File: config.mk
export PLATFORM = sky130hd
export DESIGN_NAME = qlc_walk
export DESIGN_NICKNAME = d
export VERILOG_FILES = /design/src/qlc_pkg.sv /design/src/qlc_walk.sv
export SDC_FILE = /design/constraint.sdc
export NUM_CORES = 1
export LEC_CHECK = 0
export BUFFER_PORTS_ARGS = -buffer_cell sky130_fd_sc_hd__buf_2
export CORE_MARGIN = 10
export CORE_UTILIZATION = 38
export CTS_CLUSTER_DIAMETER = 40
export CTS_CLUSTER_SIZE = 40
export DETAILED_ROUTE_END_ITERATION = 16
export PLACE_DENSITY = 0.61
export RECOVER_POWER = 25
export SLEW_MARGIN = 20
export SYNTH_ARGS = -nofsm -noshare
export SYNTH_HDL_FRONTEND = slang
export SYNTH_SLANG_ARGS = --single-unit
File: constraint.sdc
create_clock -name i_clk -period 10.2 [get_ports i_clk]
set_clock_uncertainty 0.05 [all_clocks]
set_input_delay 1.53 -clock i_clk [delete_from_list [all_inputs] [get_ports i_clk]]
set_output_delay 1.53 -clock i_clk [all_outputs]
set_load 0.05 [all_outputs]
File: src/qlc_pkg.sv
// Shared types and constants for the quadtree leaf counter.
// No dependencies; imported by every module of the block.
package qlc_pkg;

    // Fixed field widths
    localparam int CFG_W         = 4;
    localparam int COUNT_W       = 21;
    localparam int CNT3_W        = 3;
    localparam int ENTRY_W       = 2 * CNT3_W;
    localparam int CHILDREN      = 4;

    // Defaults
    localparam int LOG2_MAX_SIDE_DEF = 10;
    localparam logic [CFG_W-1:0] LOG2_SIDE_RST = 4'd3;

    // Sequencer states
    typedef enum logic {
        S_IDLE,
        S_WALK
    } t_state;

    // Memory port strobes from the sequencer to the store
    typedef struct packed {
        logic wr_en;
        logic rd_en;
    } t_mem_ctl;

endpackage

File: src/qlc_walk.sv
// Level sequencer: walks one pixel up the tree levels, read-modify-write
// on the merge store, keeps the leaf tallies and the result register. Uses qlc_pkg.
module qlc_walk #(
    parameter int LOG2_MAX_SIDE = qlc_pkg::LOG2_MAX_SIDE_DEF,
    parameter int LW            = $clog2(LOG2_MAX_SIDE + 1)
) (
    input  logic                          i_clk,
    input  logic                          i_rst_n,
    input  logic [LW-1:0]                 i_k,
    input  logic                          i_cfg_we,
    input  logic                          i_valid,
    output logic                          o_ready,
    input  logic                          i_pixel,
    output logic                          o_valid,
    input  logic                          i_ready,
    output logic [qlc_pkg::COUNT_W-1:0]   o_zero_leaves,
    output logic [qlc_pkg::COUNT_W-1:0]   o_one_leaves,
    output qlc_pkg::t_mem_ctl             o_mem_ctl,
    output logic [LOG2_MAX_SIDE-1:0]      o_waddr,
    output logic [qlc_pkg::ENTRY_W-1:0]   o_wdata,
    output logic [LOG2_MAX_SIDE-1:0]      o_raddr,
    input  logic [qlc_pkg::ENTRY_W-1:0]   i_rdata
);
    import qlc_pkg::*;

    localparam int L    = LOG2_MAX_SIDE;
    localparam int SW   = L + 1;
    localparam int PW   = 2 * L;
    localparam int SHW  = $clog2(PW);

    t_state                r_state, n_state;
    logic [PW-1:0]         r_pos, n_pos;
    logic [LW-1:0]         r_lvl, n_lvl;
    logic                  r_uni, n_uni;
    logic                  r_val, n_val;
    logic [COUNT_W-1:0]    r_zero, n_zero;
    logic [COUNT_W-1:0]    r_one, n_one;
    logic                  r_out_valid, n_out_valid;
    logic [COUNT_W-1:0]    r_out_zero, n_out_zero;
    logic [COUNT_W-1:0]    r_out_one, n_out_one;

    logic [SW-1:0]         side;
    logic [PW-1:0]         last_pos;
    logic                  pos_last;
    logic [L-1:0]          col;
    logic [LW-1:0]         rd_lvl;
    logic [LW-1:0]         sh;
    logic                  rb, cb;
    logic [ENTRY_W-1:0]    ent;
    logic [CNT3_W-1:0]     zeros, ones;
    logic [CNT3_W-1:0]     add_z, add_o;
    logic                  fin;
    logic                  out_busy;
    logic [COUNT_W-1:0]    sum_zero, sum_one;

    // Store address of a block at a given level: base of the level plus column
    function automatic logic [L-1:0] level_addr(
        input logic [LW-1:0] lvl,
        input logic [SW-1:0] sd,
        input logic [L-1:0]  cl
    );
        logic [SW-1:0] base;
        logic [SW-1:0] colsh;
        base  = sd - (sd >> (lvl - LW'(1)));
        colsh = SW'(cl) >> lvl;
        return L'(base + colsh);
    endfunction

    // Image geometry
    always_comb begin
        side     = SW'(1) << i_k;
        last_pos = (PW'(1) << (PW'(i_k) << 1)) - PW'(1);
        pos_last = (r_pos == last_pos);
        col      = r_pos[L-1:0] & L'(side - SW'(1));
        out_busy = r_out_valid && !i_ready;
    end

    // Current level: child position bits and updated entry
    always_comb begin
        sh    = r_lvl - LW'(1);
        cb    = col[sh];
        rb    = r_pos[SHW'(i_k) + SHW'(sh)];
        ent   = (!rb && !cb) ? '0 : i_rdata;
        zeros = ent[CNT3_W-1:0];
        ones  = ent[ENTRY_W-1:CNT3_W];
        if (r_uni) begin
            if (r_val) begin
                if (ones != '1) ones = ones + CNT3_W'(1);
            end else begin
                if (zeros != '1) zeros = zeros + CNT3_W'(1);
            end
        end
    end

    // Sequencer: next state, store strobes, tallies
    always_comb begin
        n_state     = r_state;
        n_pos       = r_pos;
        n_lvl       = r_lvl;
        n_uni       = r_uni;
        n_val       = r_val;
        n_zero      = r_zero;
        n_one       = r_one;
        n_out_valid = out_busy ? 1'b1 : 1'b0;
        n_out_zero  = r_out_zero;
        n_out_one   = r_out_one;
        o_mem_ctl   = '0;
        fin         = 1'b0;
        add_z       = '0;
        add_o       = '0;
        rd_lvl      = (r_state == S_IDLE) ? LW'(1) : r_lvl + LW'(1);
        o_raddr     = level_addr(rd_lvl, side, col);
        o_waddr     = level_addr(r_lvl, side, col);
        o_wdata     = {ones, zeros};
        o_ready     = (r_state == S_IDLE);

        unique case (r_state)
            S_IDLE: begin
                if (i_valid) begin
                    o_mem_ctl.rd_en = 1'b1;
                    n_val   = i_pixel;
                    n_uni   = 1'b1;
                    n_lvl   = LW'(1);
                    n_state = S_WALK;
                end
            end
            S_WALK: begin
                // Work out what this level does
                if (i_k == '0) begin
                    fin   = 1'b1;
                    add_z = CNT3_W'(!r_val);
                    add_o = CNT3_W'(r_val);
                end else if (!(rb && cb)) begin
                    fin = 1'b1;
                end else if (zeros == CNT3_W'(CHILDREN) || ones == CNT3_W'(CHILDREN)) begin
                    n_uni = 1'b1;
                    n_val = (ones == CNT3_W'(CHILDREN));
                    if (r_lvl == i_k) begin
                        fin   = 1'b1;
                        add_z = CNT3_W'(ones != CNT3_W'(CHILDREN));
                        add_o = CNT3_W'(ones == CNT3_W'(CHILDREN));
                    end
                end else begin
                    n_uni = 1'b0;
                    add_z = zeros;
                    add_o = ones;
                    fin   = (r_lvl == i_k);
                end

                // Hold everything while a finished image waits on the output
                if (fin && pos_last && out_busy) begin
                    n_uni = r_uni;
                    n_val = r_val;
                end else begin
                    o_mem_ctl.wr_en = (i_k != '0);
                    n_zero = r_zero + COUNT_W'(add_z);
                    n_one  = r_one + COUNT_W'(add_o);
                    if (fin) begin
                        n_state = S_IDLE;
                        if (pos_last) begin
                            n_out_valid = 1'b1;
                            n_out_zero  = n_zero;
                            n_out_one   = n_one;
                            n_zero      = '0;
                            n_one       = '0;
                            n_pos       = '0;
                        end else begin
                            n_pos = r_pos + PW'(1);
                        end
                    end else begin
                        o_mem_ctl.rd_en = 1'b1;
                        n_lvl = r_lvl + LW'(1);
                    end
                end
            end
            default: begin
                n_state = S_IDLE;
            end
        endcase

        // New side length starts a new image
        if (i_cfg_we) begin
            n_pos  = '0;
            n_zero = '0;
            n_one  = '0;
        end
    end

    assign sum_zero = n_zero;
    assign sum_one  = n_one;

    // Control registers
    always_ff @(posedge i_clk) begin
        if (!i_rst_n) begin
            r_state     <= S_IDLE;
            r_pos       <= '0;
            r_zero      <= '0;
            r_one       <= '0;
            r_out_valid <= 1'b0;
        end else begin
            r_state     <= n_state;
            r_pos       <= n_pos;
            r_zero      <= sum_zero;
            r_one       <= sum_one;
            r_out_valid <= n_out_valid;
        end
    end

    // Per-pixel working registers and result payload
    always_ff @(posedge i_clk) begin
        r_lvl      <= n_lvl;
        r_uni      <= n_uni;
        r_val      <= n_val;
        r_out_zero <= n_out_zero;
        r_out_one  <= n_out_one;
    end

    assign o_valid       = r_out_valid;
    assign o_zero_leaves = r_out_zero;
    assign o_one_leaves  = r_out_one;

endmodule

==> flow_metrics.env <==
export IMPL_critPathTopFamily="compound AO/OA/AOI/OAI gates"
export IMPL_crit_path_frequent_cell="a21oi_1"
export IMPL_route_final_wire_length_um=27810
export IMPL_layout_commonest_cell="nand2_1"
export IMPL_critPathKind="in2out"
export IMPL_grt_max_degree=44
export IMPL_synth_seq_area_share_pct=28.61
export IMPL_post_cts_setup_buffer_count=0
export IMPL_setup_violations=0
export IMPL_ys_seq_elements=112
export IMPL_groute_usage_overall_pct=17.33
export IMPL_worst_hold_path_type="reg2reg"
export IMPL_maxCapViolations=1
export IMPL_number_of_enable_flip_flop_cells_after_synthesis=48
export IMPL_ys_dominant_reg_cell="dfxtp_1"
export IMPL_grt_antenna_before_repair=0
export IMPL_first_global_vias=8211
export IMPL_area_growth_synth_to_final_pct=7.928
export IMPL_setup_worst_path_start_class="input pin"
export IMPL_finalMaxSlewViolations=37
export IMPL_cts_htree_levels=3
export IMPL_synthCells=1142
export IMPL_clock_sink_count=112
export IMPL_finalCritPeriodShare_pct=90.00
export IMPL_synthesis_area_um2=9517
export IMPL_most_common_layout_cells="nand2_1 (115), nor2_1 (95), inv_1 (79)"
export IMPL_die_area_um2=31770
export IMPL_fin_nets=1255
export IMPL_hpwlAfterDp_um=20460
export IMPL_synth_largest_area_cell="edfxtp_1"
export IMPL_place_port_buffers=87
export IMPL_tritoncts="yes"
export IMPL_top_cells_by_area_synth="edfxtp_1 (15%), dfxtp_1 (13%), xnor2_1 (5.0%)"
export IMPL_final_setup_tns_ns=0
export IMPL_violations="max-capacitance violations, max-slew violations"
export IMPL_insertedDiodeCount=0
export IMPL_numCtsBuffers=9
export IMPL_synth_area_per_cell_um2=8.333
export IMPL_mappedNetlistNets=1215
export IMPL_global_route_overflow_total=0
export IMPL_ctsResizeCount=0
export IMPL_netlist_area_leader_share_pct=15.15
export IMPL_timing_hold_violations_final=0
export IMPL_detail_route_wl_per_cell_um=18.40
export IMPL_die_width_um=178.3
export IMPL_status="complete, but fails checks"
export IMPL_crit_path_end_kind="output port"
export IMPL_worstSkewPairLatency_ns=0.36
export IMPL_via_count=8666
export IMPL_synth_async_reset_ratio_pct=0
export IMPL_hold_worst_slack_ns=0.4241
export IMPL_final_period_minus_worst_setup_slack_ns=9.180
export IMPL_ant_nets=0
export IMPL_via_per_inst=5.735
export IMPL_max_slew_margin_pct=-4.461
export IMPL_ir_worst_vdd_v=0.0001217
export IMPL_cts_max_path_buffers=2
export IMPL_top_level_ports=88
export IMPL_drtPass1Iterations=5
export IMPL_synth_cell_types=89
export IMPL_core_area_um2=24460
export IMPL_crit_path_cell_trace="buf_2 > nor2b_1 > nand2_1 > ha_1 > or4_1 > a21boi_0 > o21ai_0 > mux4_2 > nor2_1 > a21oi_1 > nor2_1 > a21oi_1 > fa_1 > inv_1 > ha_1 > a21o_1 > a21oi_1 > o21ai_0 > a21oi_1 > o21ai_0 > a21o_1 > a21oi_1 > xnor2_1 > buf_2"
export IMPL_cts_root_buffer="clkbuf_16"
export IMPL_cp_peak_stage_delay_ns=0.57
export IMPL_critical_path_arrival_ns=7.60
export IMPL_critical_path_buf_inv_count=3
export IMPL_cellLeakagePower_uw=0.003631
export IMPL_clkTransAtPathRegs_ns=0.08
export IMPL_grt_setup_unrepaired="no"
export IMPL_initial_utilization_pct=38.90
export IMPL_grt_first_pass_wirelength_um=44970
export IMPL_crit_path_max_fanout=29
export IMPL_crit_required_ns=8.62
export IMPL_die_h_um=178.3
export IMPL_power_per_cell_area_nw_per_um2=138.8
export IMPL_detail_route_drc_violations=0
export IMPL_fmaxAchievable_mhz=108.9
export IMPL_first_iter_violations=739
export IMPL_holdBufCountCts=0
export IMPL_final_estimated_routing_congestion_in_global_placement=0.9125
export IMPL_timing_worst_slew_pin_value_ns=1.567
export IMPL_std_cell_rows=57
export IMPL_synth_yosys_warnings=0
export IMPL_fraction_of_layout_cells_with_a_size_suffix_above_1_pct=10.11
export IMPL_critical_path_slowest_cell="fa_1"
## cells in the mapped netlist (13+ instances only)
cell / instances
a21oi_1: 73
nor3_1: 33
or4_1: 20
nor2_1: 94
o21ai_0: 51
nand2b_1: 21
clkbuf_1: 31
dfxtp_1: 64
ha_1: 37
a31oi_1: 13
o221ai_2: 14
inv_1: 78
and3_1: 17
fa_1: 20
nand3_1: 57
nand2_1: 114
xor2_1: 23
o31ai_1: 22
o211ai_1: 18
nand4_1: 15
xnor2_1: 54
edfxtp_1: 48
## flip-flops by register name, summed over array words and instances, names as in the netlist
name	count
r_pos	20
r_zero	21
o_valid	1
r_one	21
r_val	1
o_one_leaves	21
r_uni	1
r_state	1
r_lvl	4
o_zero_leaves	21
## worst paths after layout
path / startpoint / to / slack (ns) / cells after the start
worst min register to register: r_zero[2] / r_zero[2] / 0.42 / 2
worst max-delay path: i_k[0] / o_waddr[9] / 1.02 / 24
worst min-delay path: r_zero[2] / r_zero[2] / 0.42 / 2
worst max register to register: r_lvl[0] / o_one_leaves[18] / 2.34 / 20
## cells by family after synthesis
| family | after synthesis | synth area share (%) |
|---|---|---|
| AOI/OAI and AO/OA | 291 | 21.96 |
| muxes | 17 | 2.879 |
| DFF | 112 | 28.61 |
| and+or+nand+nor | 439 | 23.30 |
| adders and majority gates | 57 | 9.072 |
| xor gates and xnor gates | 77 | 7.086 |
| buffers and inverters | 149 | 7.100 |
## per-layer routing
| layer | track usage [%] | vias up | wire, um |
|---|---|---|---|
| li1 | - | 4239 | - |
| met1 | 22.91 | 4137 | 12510 |
| met2 | 29.16 | 258 | 13280 |
| met3 | 2.918 | 32 | 1623 |
| met4 | 3.514 | 0 | 391 |
| met5 | 0 | - | 0 |
## cell type report
type,instances,area (um^2)
Clock buffer,9,225.2
Clock inverter,7,56.30
Fill cell,2508,14190
Timing Repair Buffer,97,452.9
Tap cell,324,405.4
Inverter,81,304.0
Sequential cell,112,2723
Multi-Input combinational cell,881,6105
## metrics by stage
| step | instance area, um^2 | util (%) | std cells | total power (uW) | worst slack [ns] |
|---|---|---|---|---|---|
| 2_1_floorplan | 9517 | - | 1142 | 967.9 | 1.847 |
| 3_5_place_dp | 10070 | 41.15 | 1494 | 1094 | 1.228 |
| 6_report | 10270 | 41.99 | 1511 | 1426 | 1.020 |
| 4_1_cts | 10350 | 42.30 | 1510 | 1437 | 1.206 |
| 5_1_grt | 10270 | 41.99 | 1511 | 1502 | 0.3926 |
| 3_3_place_gp | 10070 | 41.15 | 1494 | 1094 | 1.357 |
## power by group
group / total [uW] / internal (uW) / switching, uW
clock: 344 / 169 / 175
combinational: 604 / 164 / 440
sequential: 478 / 468 / 10.2
## worst min-delay path: stages, from the launching register on
cell	delay (ns)
dfxtp_1	0.32
nand3_1	0.06
a21oi_1	0.05
Note: power is estimated with default switching activity, not from simulation.
